### src/rtl/sjf_pkg.sv
// Shared types and field widths for the shortest-job-first scheduler.
`timescale 1ns / 1ps
`default_nettype none

package sjf_pkg;

	localparam int IN_TIME_W = 16;
	localparam int PNUM_W    = 5;
	localparam int TIME_W    = 21;
	localparam int AVG_W     = 29;
	localparam int SUM_W     = 25;
	localparam int FRAC_W    = 8;
	localparam int DVD_W     = SUM_W + FRAC_W;
	localparam int DSTEP_W   = $clog2(DVD_W);

	typedef struct packed {
		logic [IN_TIME_W-1:0] arrival_time;
		logic [IN_TIME_W-1:0] burst_time;
		logic                 last_process;
	} job_t;

	typedef struct packed {
		logic [PNUM_W-1:0] process_number;
		logic [TIME_W-1:0] start_time;
		logic [TIME_W-1:0] waiting_time;
		logic [TIME_W-1:0] turnaround_time;
		logic [AVG_W-1:0]  avg_waiting_q8;
		logic [AVG_W-1:0]  avg_turnaround_q8;
		logic              last_result;
	} sched_t;

endpackage

`default_nettype wire

### src/rtl/sjf_nonpreemptive_scheduler_core.sv
// Top level: loads a process set and emits a non-preemptive shortest-job-first schedule.
// Loading takes one word per cycle while job_ready is high, which is only in the load
// state; a word without last_process produces no result. Each pick is one linear scan of
// the n loaded entries through a single store read port. The final result waits for the two
// averages, done one quotient bit per cycle on a shared restoring divider. Reset clears all
// control state; the stores hold no reset value and only entries loaded for the current set
// are ever read.
`timescale 1ns / 1ps
`default_nettype none

module sjf_nonpreemptive_scheduler_core #(
	parameter int MAX_PROCS = 16,
	parameter int TIME_BITS = 16
) (
	input  wire logic           clk,
	input  wire logic           arst_n,
	input  wire logic           job_valid,
	output logic                job_ready,
	input  wire sjf_pkg::job_t  job,
	output logic                sched_valid,
	input  wire logic           sched_ready,
	output sjf_pkg::sched_t     sched
);

	localparam int IDX_W = $clog2(MAX_PROCS);
	localparam int CNT_W = $clog2(MAX_PROCS + 1);
	localparam int CT_W  = TIME_BITS + $clog2(MAX_PROCS) + 1;
	localparam int TW    = TIME_BITS;
	localparam int OTW   = sjf_pkg::TIME_W;
	localparam int PW    = sjf_pkg::PNUM_W;
	localparam int SW    = sjf_pkg::SUM_W;
	localparam int AW    = sjf_pkg::AVG_W;
	localparam int DW    = sjf_pkg::DVD_W;
	localparam int DSW   = sjf_pkg::DSTEP_W;
	localparam int FW    = sjf_pkg::FRAC_W;

	typedef enum logic [1:0] {
		ST_LOAD,
		ST_SCAN,
		ST_COMMIT,
		ST_DIV
	} state_t;

	state_t state_q;

	// Process stores: one write port for loading, one registered read port for the scan.
	logic [TW-1:0] arr_mem [MAX_PROCS];
	logic [TW-1:0] bst_mem [MAX_PROCS];
	logic [TW-1:0] arr_s1;
	logic [TW-1:0] bst_s1;

	logic [CNT_W-1:0] cnt_q;
	logic [CNT_W-1:0] n_q;
	logic [CNT_W-1:0] issue_idx_q;
	logic [CNT_W-1:0] picks_q;
	logic             scan_v_s1;
	logic             last_s1;
	logic [IDX_W-1:0] idx_s1;

	logic [MAX_PROCS-1:0] done_q;
	logic [CT_W-1:0]      time_q;
	logic [SW-1:0]        wsum_q;
	logic [SW-1:0]        tsum_q;

	// Best ready candidate (burst, arrival, index) and earliest pending one (arrival, burst, index).
	logic             rbest_v_q;
	logic [IDX_W-1:0] rbest_idx_q;
	logic [TW-1:0]    rbest_arr_q;
	logic [TW-1:0]    rbest_bst_q;
	logic             pbest_v_q;
	logic [IDX_W-1:0] pbest_idx_q;
	logic [TW-1:0]    pbest_arr_q;
	logic [TW-1:0]    pbest_bst_q;

	logic [DW-1:0]    dvd_q;
	logic [CNT_W-1:0] rem_q;
	logic [DSW-1:0]   div_cnt_q;
	logic             div_sel_q;

	logic             issuing;
	logic             cand_done;
	logic             cand_ready;
	logic             better_r;
	logic             better_p;
	logic [IDX_W-1:0] sel_idx;
	logic [TW-1:0]    sel_arr;
	logic [TW-1:0]    sel_bst;
	logic [CT_W-1:0]  start_ct;
	logic [CT_W-1:0]  wait_ct;
	logic [CT_W-1:0]  fin_ct;
	logic [CT_W-1:0]  tat_ct;
	logic [SW-1:0]    wsum_nxt;
	logic [SW-1:0]    tsum_nxt;
	logic             out_free;
	logic             last_pick;
	logic [CNT_W:0]   rem_sh;
	logic             q_bit;
	logic [CNT_W-1:0] rem_nxt;
	logic [DW-1:0]    dvd_nxt;

	assign job_ready = (state_q == ST_LOAD);
	assign issuing   = (state_q == ST_SCAN) && (issue_idx_q < n_q);

	assign cand_done  = done_q[idx_s1];
	assign cand_ready = !cand_done && (CT_W'(arr_s1) <= time_q);
	assign better_r   = !rbest_v_q || (bst_s1 < rbest_bst_q) ||
		((bst_s1 == rbest_bst_q) && (arr_s1 < rbest_arr_q));
	assign better_p   = !pbest_v_q || (arr_s1 < pbest_arr_q) ||
		((arr_s1 == pbest_arr_q) && (bst_s1 < pbest_bst_q));

	// With nothing ready, the processor idles to the earliest arrival and runs that process.
	assign sel_idx  = rbest_v_q ? rbest_idx_q : pbest_idx_q;
	assign sel_arr  = rbest_v_q ? rbest_arr_q : pbest_arr_q;
	assign sel_bst  = rbest_v_q ? rbest_bst_q : pbest_bst_q;
	assign start_ct = rbest_v_q ? time_q : CT_W'(pbest_arr_q);
	assign wait_ct  = start_ct - CT_W'(sel_arr);
	assign fin_ct   = start_ct + CT_W'(sel_bst);
	assign tat_ct   = fin_ct - CT_W'(sel_arr);
	assign wsum_nxt = wsum_q + SW'(wait_ct);
	assign tsum_nxt = tsum_q + SW'(tat_ct);

	assign out_free  = !sched_valid || sched_ready;
	assign last_pick = (picks_q == n_q - CNT_W'(1));

	// One restoring divide step per cycle; the quotient shifts into the dividend register.
	assign rem_sh  = {rem_q, dvd_q[DW-1]};
	assign q_bit   = (rem_sh >= {1'b0, n_q});
	assign rem_nxt = q_bit ? CNT_W'(rem_sh - {1'b0, n_q}) : CNT_W'(rem_sh);
	assign dvd_nxt = {dvd_q[DW-2:0], q_bit};

	always_ff @(posedge clk) begin
		if (job_ready && job_valid && (cnt_q < CNT_W'(MAX_PROCS))) begin
			arr_mem[cnt_q[IDX_W-1:0]] <= TW'(job.arrival_time);
			bst_mem[cnt_q[IDX_W-1:0]] <= TW'(job.burst_time);
		end
		arr_s1 <= arr_mem[issue_idx_q[IDX_W-1:0]];
		bst_s1 <= bst_mem[issue_idx_q[IDX_W-1:0]];
	end

	always_ff @(posedge clk or negedge arst_n) begin
		if (!arst_n) begin
			state_q     <= ST_LOAD;
			cnt_q       <= '0;
			n_q         <= '0;
			issue_idx_q <= '0;
			picks_q     <= '0;
			scan_v_s1   <= 1'b0;
			last_s1     <= 1'b0;
			idx_s1      <= '0;
			done_q      <= '0;
			time_q      <= '0;
			wsum_q      <= '0;
			tsum_q      <= '0;
			rbest_v_q   <= 1'b0;
			rbest_idx_q <= '0;
			rbest_arr_q <= '0;
			rbest_bst_q <= '0;
			pbest_v_q   <= 1'b0;
			pbest_idx_q <= '0;
			pbest_arr_q <= '0;
			pbest_bst_q <= '0;
			dvd_q       <= '0;
			rem_q       <= '0;
			div_cnt_q   <= '0;
			div_sel_q   <= 1'b0;
			sched_valid <= 1'b0;
			sched       <= '0;
		end else begin
			scan_v_s1 <= issuing;
			last_s1   <= (issue_idx_q == n_q - CNT_W'(1));
			idx_s1    <= issue_idx_q[IDX_W-1:0];
			if (sched_valid && sched_ready) begin
				sched_valid <= 1'b0;
			end
			case (state_q)
				ST_LOAD: begin
					if (job_valid) begin
						if (cnt_q < CNT_W'(MAX_PROCS)) begin
							cnt_q <= cnt_q + CNT_W'(1);
						end
						if (job.last_process) begin
							n_q         <= (cnt_q < CNT_W'(MAX_PROCS)) ?
								cnt_q + CNT_W'(1) : cnt_q;
							state_q     <= ST_SCAN;
							issue_idx_q <= '0;
							rbest_v_q   <= 1'b0;
							pbest_v_q   <= 1'b0;
							done_q      <= '0;
							time_q      <= '0;
							wsum_q      <= '0;
							tsum_q      <= '0;
							picks_q     <= '0;
						end
					end
				end
				ST_SCAN: begin
					if (issuing) begin
						issue_idx_q <= issue_idx_q + CNT_W'(1);
					end
					if (scan_v_s1) begin
						if (cand_ready && better_r) begin
							rbest_v_q   <= 1'b1;
							rbest_idx_q <= idx_s1;
							rbest_arr_q <= arr_s1;
							rbest_bst_q <= bst_s1;
						end
						if (!cand_done && better_p) begin
							pbest_v_q   <= 1'b1;
							pbest_idx_q <= idx_s1;
							pbest_arr_q <= arr_s1;
							pbest_bst_q <= bst_s1;
						end
						if (last_s1) begin
							state_q <= ST_COMMIT;
						end
					end
				end
				ST_COMMIT: begin
					if (out_free) begin
						done_q[sel_idx]         <= 1'b1;
						time_q                  <= fin_ct;
						wsum_q                  <= wsum_nxt;
						tsum_q                  <= tsum_nxt;
						picks_q                 <= picks_q + CNT_W'(1);
						sched.process_number    <= PW'(sel_idx) + PW'(1);
						sched.start_time        <= OTW'(start_ct);
						sched.waiting_time      <= OTW'(wait_ct);
						sched.turnaround_time   <= OTW'(tat_ct);
						sched.avg_waiting_q8    <= '0;
						sched.avg_turnaround_q8 <= '0;
						sched.last_result       <= 1'b0;
						if (last_pick) begin
							// The final word waits for both averages before it is shown.
							state_q   <= ST_DIV;
							dvd_q     <= {wsum_nxt, {FW{1'b0}}};
							rem_q     <= '0;
							div_cnt_q <= '0;
							div_sel_q <= 1'b0;
						end else begin
							sched_valid <= 1'b1;
							state_q     <= ST_SCAN;
							issue_idx_q <= '0;
							rbest_v_q   <= 1'b0;
							pbest_v_q   <= 1'b0;
						end
					end
				end
				ST_DIV: begin
					dvd_q     <= dvd_nxt;
					rem_q     <= rem_nxt;
					div_cnt_q <= div_cnt_q + DSW'(1);
					if (div_cnt_q == DSW'(DW - 1)) begin
						if (!div_sel_q) begin
							sched.avg_waiting_q8 <= AW'(dvd_nxt);
							dvd_q                <= {tsum_q, {FW{1'b0}}};
							rem_q                <= '0;
							div_cnt_q            <= '0;
							div_sel_q            <= 1'b1;
						end else begin
							sched.avg_turnaround_q8 <= AW'(dvd_nxt);
							sched.last_result       <= 1'b1;
							sched_valid             <= 1'b1;
							cnt_q                   <= '0;
							state_q                 <= ST_LOAD;
						end
					end
				end
				default: begin
					state_q <= ST_LOAD;
				end
			endcase
		end
	end

`ifndef ASSERT_OFF
	a_issue_bound: assert property (@(posedge clk) disable iff (!arst_n)
		(state_q == ST_SCAN) |-> (issue_idx_q <= n_q))
		else $error("scan index ran past the loaded count");

	a_commit_has_pick: assert property (@(posedge clk) disable iff (!arst_n)
		(state_q == ST_COMMIT) |-> pbest_v_q)
		else $error("pick committed with no pending process");

	a_done_matches_picks: assert property (@(posedge clk) disable iff (!arst_n)
		(state_q == ST_SCAN) |-> ($countones(done_q) == int'(picks_q)))
		else $error("done flags disagree with the number of picks");

	a_ready_pick_arrived: assert property (@(posedge clk) disable iff (!arst_n)
		((state_q == ST_COMMIT) && rbest_v_q) |-> (CT_W'(rbest_arr_q) <= time_q))
		else $error("ready pick has not yet arrived");

	a_avg_only_final: assert property (@(posedge clk) disable iff (!arst_n)
		(sched_valid && !sched.last_result) |->
		((sched.avg_waiting_q8 == '0) && (sched.avg_turnaround_q8 == '0)))
		else $error("averages shown on a word that is not final");
`endif

endmodule

`default_nettype wire

### config.mk
export PLATFORM = sky130hd
export DESIGN_NAME = sjf_nonpreemptive_scheduler_core
export DESIGN_NICKNAME = d
export VERILOG_FILES = /design/src/rtl/sjf_pkg.sv /design/src/rtl/sjf_nonpreemptive_scheduler_core.sv
export SDC_FILE = /design/constraint.sdc
export NUM_CORES = 1
export LEC_CHECK = 0
export BUFFER_PORTS_ARGS = -buffer_cell sky130_fd_sc_hd__buf_2
export CAP_MARGIN = 20
export CORE_MARGIN = 2
export CORE_UTILIZATION = 35
export DETAILED_ROUTE_END_ITERATION = 10
export PLACE_DENSITY = 0.57
export SETUP_SLACK_MARGIN = 0.4
export SYNTH_ARGS = -nofsm -noshare
export SYNTH_HDL_FRONTEND = slang
export SYNTH_SLANG_ARGS = --single-unit
export TNS_END_PERCENT = 10
### constraint.sdc
create_clock -name clk -period 12.7 [get_ports clk]
set_input_delay 2.54 -clock clk [delete_from_list [all_inputs] [get_ports clk]]
set_output_delay 2.54 -clock clk [all_outputs]
set_load 0.005 [all_outputs]
### Yosys cells after proc, flatten, opt, wreduce, memory -nomap -nowiden

Memory sizes are Yosys's and may differ from the RTL's. A register that Yosys moved wholly into a read port is not among the register bits.
Cells that the tools add are included.
W data, S select, Z words.

* add/subtract/negate cells: 12
* $lt $le $gt $ge: 11
* equality and inequality tests: 21
* mux-type cells: 87
* bitwise logic cells: 1
* reductions and logical operators: 38

Operators with widths (number)
* $mux W33: 4
* $mux W59: 2
* $pmux W59 S2: 1
* $mux W25: 4
* $pmux W25 S2: 2
* $mux W21: 4
* $mux W16: 5
* $mux W5: 15
* $pmux W33 S2: 1
* $lt A16 B16 Y1: 4
* $add A25 B21 Y25: 2
* $pmux W21 S2: 1
* $sub A21 B16 Y21: 2
* $eq A16 B16 Y1: 2
* $pmux W16 S2: 1
* $mux W30: 1
* $pmux W5 S2: 3
* $mux W29: 1
* $mux W6: 4
* $add A21 B16 Y21: 1
* $le A16 B21 Y1: 1
* $reduce_and A7 Y1: 3
* $mux W1: 20
* $ne A2 B2 Y1 const B: 10
* other kinds (35): 76

* flip-flop bits (word level): 362
* memory bits (writable): 512
* bits of input ports: 37
* output and inout bits: 129
* word-level logic and storage cells: 204
* memories kept: 2

Memories
* arr_mem: words 16, width 16, rd ports 1, clocked after Yosys merged registers in 1, write ports 1, RTL line sjf_nonpreemptive_scheduler_core.sv:47 `logic [TW-1:0] arr_mem [MAX_PROCS];`
* bst_mem: words 16, width 16, rd ports 1, clocked after Yosys merged registers in 1, write ports 1, RTL line sjf_nonpreemptive_scheduler_core.sv:48 `logic [TW-1:0] bst_mem [MAX_PROCS];`

### Depth between registers and ports, before layout

* word-level depth: 8
* gate-level depth with buffers: 33
* gate-level depth less buffers: 29

### Worst setup path after synthesis

OpenSTA, ideal clock, no wires.

* kind: register -> register
* from: register rbest_v_q
* to: register tsum_q[19]
* arrival: 6191 ps
* data required time: 12565 ps
* path slack: 6374 ps
* cell stages (with the launch flop): 26
* clock period less this slack: 6326 ps
* cell sequence: dfrtp_1 clkbuf_1 clkbuf_1 clkbuf_1 mux2_2 ha_1 fa_1 a211oi_1 o21bai_1 a21oi_1 xnor2_1 ha_1 or3_1 o22a_1 maj3_1 a31oi_1 o21ai_0 xnor2_1 ha_1 nor4_1 a31oi_1 a21o_1 a21o_1 a21oi_1 xor2_1 o21ai_0

* longest elaborated chain between the ends: 6

Ends and longest elaborated chain
* from (decl): RTL line sjf_nonpreemptive_scheduler_core.sv:66 `logic rbest_v_q;`
* from (signal assigned): RTL line sjf_nonpreemptive_scheduler_core.sv:154 `rbest_v_q <= 1'b0;`
* from (signal assigned): RTL line sjf_nonpreemptive_scheduler_core.sv:186 `rbest_v_q <= 1'b0;`
* from (signal assigned): RTL line sjf_nonpreemptive_scheduler_core.sv:202 `rbest_v_q <= 1'b1;`
* $mux W21 or $mux W16 (tied branches): RTL line sjf_nonpreemptive_scheduler_core.sv:115, sjf_nonpreemptive_scheduler_core.sv:114
* $add A21 B16 Y21: RTL line sjf_nonpreemptive_scheduler_core.sv:117 `assign fin_ct = start_ct + CT_W'(sel_bst);`
* $sub A21 B16 Y21 *: RTL line sjf_nonpreemptive_scheduler_core.sv:118 `assign tat_ct = fin_ct - CT_W'(sel_arr);`
* net tat_ct[12]: RTL line sjf_nonpreemptive_scheduler_core.sv:91 `logic [CT_W-1:0] tat_ct;`
* $add A25 B21 Y25 *: RTL line sjf_nonpreemptive_scheduler_core.sv:120 `assign tsum_nxt = tsum_q + SW'(tat_ct);`
* $mux W25 *: RTL line sjf_nonpreemptive_scheduler_core.sv:219 `if (out_free) begin`
* $pmux W25 S2 *: RTL line sjf_nonpreemptive_scheduler_core.sv:175 `case (state_q)`
* to (signal assigned): RTL line sjf_nonpreemptive_scheduler_core.sv:223 `tsum_q <= tsum_nxt;`
* to (decl): RTL line sjf_nonpreemptive_scheduler_core.sv:63 `logic [SW-1:0] tsum_q;`

The timed path passes the listed nets; every way through them passes the cells marked *. The select of a mux whose other input is x is not followed.
A chain may end at the register's enable or synchronous reset.

### Worst setup path after layout

* from: register rbest_v_q
* to: register tsum_q[19]

* longest elaborated chain between the ends: 6

Ends and longest elaborated chain
* $mux W21: RTL line sjf_nonpreemptive_scheduler_core.sv:115 `assign start_ct = rbest_v_q ? time_q : CT_W'(pbest_arr_q);`
* net start_ct[0]: RTL line sjf_nonpreemptive_scheduler_core.sv:88 `logic [CT_W-1:0] start_ct;`
* $add A21 B16 Y21: RTL line sjf_nonpreemptive_scheduler_core.sv:117
* $sub A21 B16 Y21: RTL line sjf_nonpreemptive_scheduler_core.sv:118
* net tat_ct[12]: RTL line sjf_nonpreemptive_scheduler_core.sv:91
* $add A25 B21 Y25: RTL line sjf_nonpreemptive_scheduler_core.sv:120
* $mux W25: RTL line sjf_nonpreemptive_scheduler_core.sv:219
* $pmux W25 S2: RTL line sjf_nonpreemptive_scheduler_core.sv:175

The timed path passes the listed nets, and every way through them passes these cells. The select of a mux whose other input is x is not followed.

==> metrics.txt <==
status complete, no violations; initial antenna violation count 19; Yosys reg bits just over 900; Worst Skew 0.09301 ns; Post-DRT Antenna Nets 0; CP arrival about 7.3 ns; Post-Syn Nets around 3400; warnings from Yosys 0; DIE WIDTH 349.4 um; MaxCap Viol Count 0; WP data required 13.22 ns; delay-heaviest family, CP compound AO/OA/AOI/OAI gates; Detailed Route WL approximately 100 mm; cts hold-fix bufs 0; CTS H-tree lvls 3; worst skew pair latency between 0.7 and 0.8 ns; Critical Path Max Stage Delay just over 0.8 ns; fin crit share between 50% and 60%; met1 Track Usage GR 23.15%; clk slew on worst S/H paths approximately 0.060 ns; Fill cells 11040; Max Slew Vio Count 0; relative slew slack between 20% and 30%; DR pass1 iterations 5; via/cell ratio 5.163; Worst Hold Class flip-flop to flip-flop; post-CTS setup buffers 0; Final #Nets approximately 3600; commonest non-fill, non-tap cell in the layout edfxtp_1; slowest stage cell on the critical path dfrtp_2; crit path launch type flip-flop; GR peak layer met2; Root Buffer clkbuf_16; synth unique cells between 80 and 90; WP buf/inv 1; CP dominant cell by count ha_1; Cell Rows 126; crit end category flip-flop; sequential area share after synthesis around three fifths; M2 GR Usage 27.95%; post-route minimum period between 6 and 7 ns; commonest cells after routing, fill and taps aside edfxtp_1, nand2_1, dfrtp_1, o21ai_0, ha_1; crit-path max FO between 40 and 50; Placed Cells ~4800; area grow syn2layout 14.55%; Slew @ Worst Pin approximately 1.1 ns; full die area approximately 120000 sq um; setup repair after global routing missed its margin no; number of synthesized flops with an enable pin about 510; Setup Crit Path Kind flip-flop to flip-flop; final hold vios 0; Total Neg Setup Slack 0 ns; Clock Sinks 906; Synth Cell Area roughly 42000 sq um; IO Port Bufs roughly 170; vias between 20000 and 30000; Finished Core Util just over 40%; GPL Wtd Cong between 0.8 and 0.9; Gate Count Post-Synth between 3000 and 4000; global-route wire length before repair approximately 160 mm; GR Util All Layers between 15 and 20%; DP Wirelength roughly 66 mm; vias in the first global route between 20000 and 30000; Die H roughly 350 um; core area roughly 120000 sq um; async set-reset flop share out of synthesis ~40%; Cell Count, Final, Fillers Out about 4900; Residual DRC 0; I/O pins ~170; Resized Gates After CTS 0; largest net degree at the start of global routing 102; Synth Flop Type edfxtp_1; CTS tree done; synthesized area per cell between 10 and 15 sq um; drt wl/cell 21.10 um; Initial Utilization a little over a third; GR Util met3 under 10%; grt total ovfl 0; CP Cell Sequence mux2i_1 > inv_1 > ha_1 > fa_1 > a211oi_1 > o21ai_1 > a21oi_1 > xnor2_1 > ha_1 > or3_1 > o22a_1 > maj3_1 > a31oi_1 > o21ai_0 > xnor2_1 > ha_1 > nor4_1 > a31oi_1 > a21o_1 > a21o_1 > a21oi_1 > xor2_1 > o21ai_0; # setup viols final 0; Clock Tree Buf Depth 3; starting DRC count in detailed routing 1950; Max Clock Freq 148.6 MHz; CTS Buf Count slightly below 100; share of layout cells above drive strength 1 19.21%
==> Yosys cell counts, types with 9 or more instances <==
master | instances | share of area [%]
ha_1 | 189 | 5.7
inv_1 | 135 | 1.2
nand2b_1 | 24 | 0.36
nand4_1 | 20 | 0.30
dfrtp_1 | 362 | 22
nor2b_1 | 22 | 0.33
mux2i_1 | 9 | 0.22
edfxtp_1 | 512 | 37
a21o_1 | 59 | 1.1
xor2_1 | 48 | 1.0
xnor2_1 | 65 | 1.4
or3_1 | 9 | 0.13
o211ai_1 | 14 | 0.25
mux2_4 | 30 | 1.1
and3_1 | 18 | 0.27
dfxtp_1 | 32 | 1.5
a22o_1 | 25 | 0.52
o22ai_1 | 10 | 0.15
o21bai_1 | 9 | 0.16
buf_1 | 22 | 0.20
mux2_2 | 54 | 1.5
clkbuf_1 | 107 | 0.96
nand2_1 | 445 | 4.0
a21oi_1 | 150 | 1.8
o21a_1 | 35 | 0.63
mux4_2 | 165 | 8.9
nor2_1 | 144 | 1.3
a31oi_1 | 18 | 0.27
nand3_1 | 39 | 0.47
o21ai_0 | 216 | 2.6
nor3_1 | 34 | 0.41
a211oi_1 | 13 | 0.23
==> path summary, 6_finish.rpt <==
path	start	end	slack (ns)	cells past startpoint
setup / recovery	rbest_v_q	tsum_q[19]	5.97	23
hold / removal	sched[109]	sched[109]	0.47	2
setup reg to reg	rbest_v_q	tsum_q[19]	5.97	23
hold reg to reg	sched[109]	sched[109]	0.47	2
max in group asynchronous	arst_n	rbest_v_q	8.47	3
min in group asynchronous	arst_n	sched[36]	1.92	1
==> sequential cells by signal, indices dropped and copies added (netlist names), 6 cells and up <==
signal	flops
dvd_q	33
pbest_bst_q	16
rbest_arr_q	16
rbest_bst_q	16
pbest_arr_q	16
arr_s1	16
wsum_q	25
bst_s1	16
sched	127
done_q	16
div_cnt_q	6
time_q	21
bst_mem	256
arr_mem	256
tsum_q	25
==> cell type report <==
type	instances	area, sq um	share of cell area [%]
Tap cell	1536	1922	4.017
Clock buffer	130	2703	5.649
Clock inverter	55	633.1	1.323
Timing Repair Buffer	205	1201	2.511
Antenna cell	2	5.005	0.01046
Multi-Input combinational cell	1974	15780	32.99
Sequential cell	906	25090	52.44
Inverter	135	506.7	1.059
==> routing by layer <==
metal,vias up,share of wire [%]
met5,-,0.12
met3,148,4.5
met1,12830,45
met4,22,2.2
met2,540,48
li1,11980,-
==> cells by family (layout without fill, tap and decap cells) <==
family | Yosys count | count (layout) | share of synthesized area [%]
flip-flops | 906 | 906 | 60.04
adder cells (fa/ha/maj) | 196 | 196 | 5.974
buffers and inverters | 272 | 525 | 2.514
AO/OA/AOI/OAI | 612 | 612 | 9.111
other | 0 | 2 | 0
XOR/XNOR | 113 | 113 | 2.370
multiplexers | 260 | 260 | 11.70
AND/OR/NAND/NOR | 793 | 793 | 8.287
==> worst min-delay path: stages (launching register included) <==
cell     delay [ns]
dfrtp_1        0.33
nand2_1        0.05
nand2_1        0.05
==> per-stage QoR <==
step	area [sq um]	hold slack, ns	setup WS, ns
after floorplan	41760	0.3758	6.374
after global placement	44420	0.4539	6.253
after detailed placement	44480	0.4602	6.093
after CTS	47810	0.4749	6.052
after global routing	47830	0.4969	5.359
final	47840	0.4676	5.969
Power is left out: the tool's default activity adds up to more than one toggle a clock period on the data nets, which glitch-free logic cannot reach.
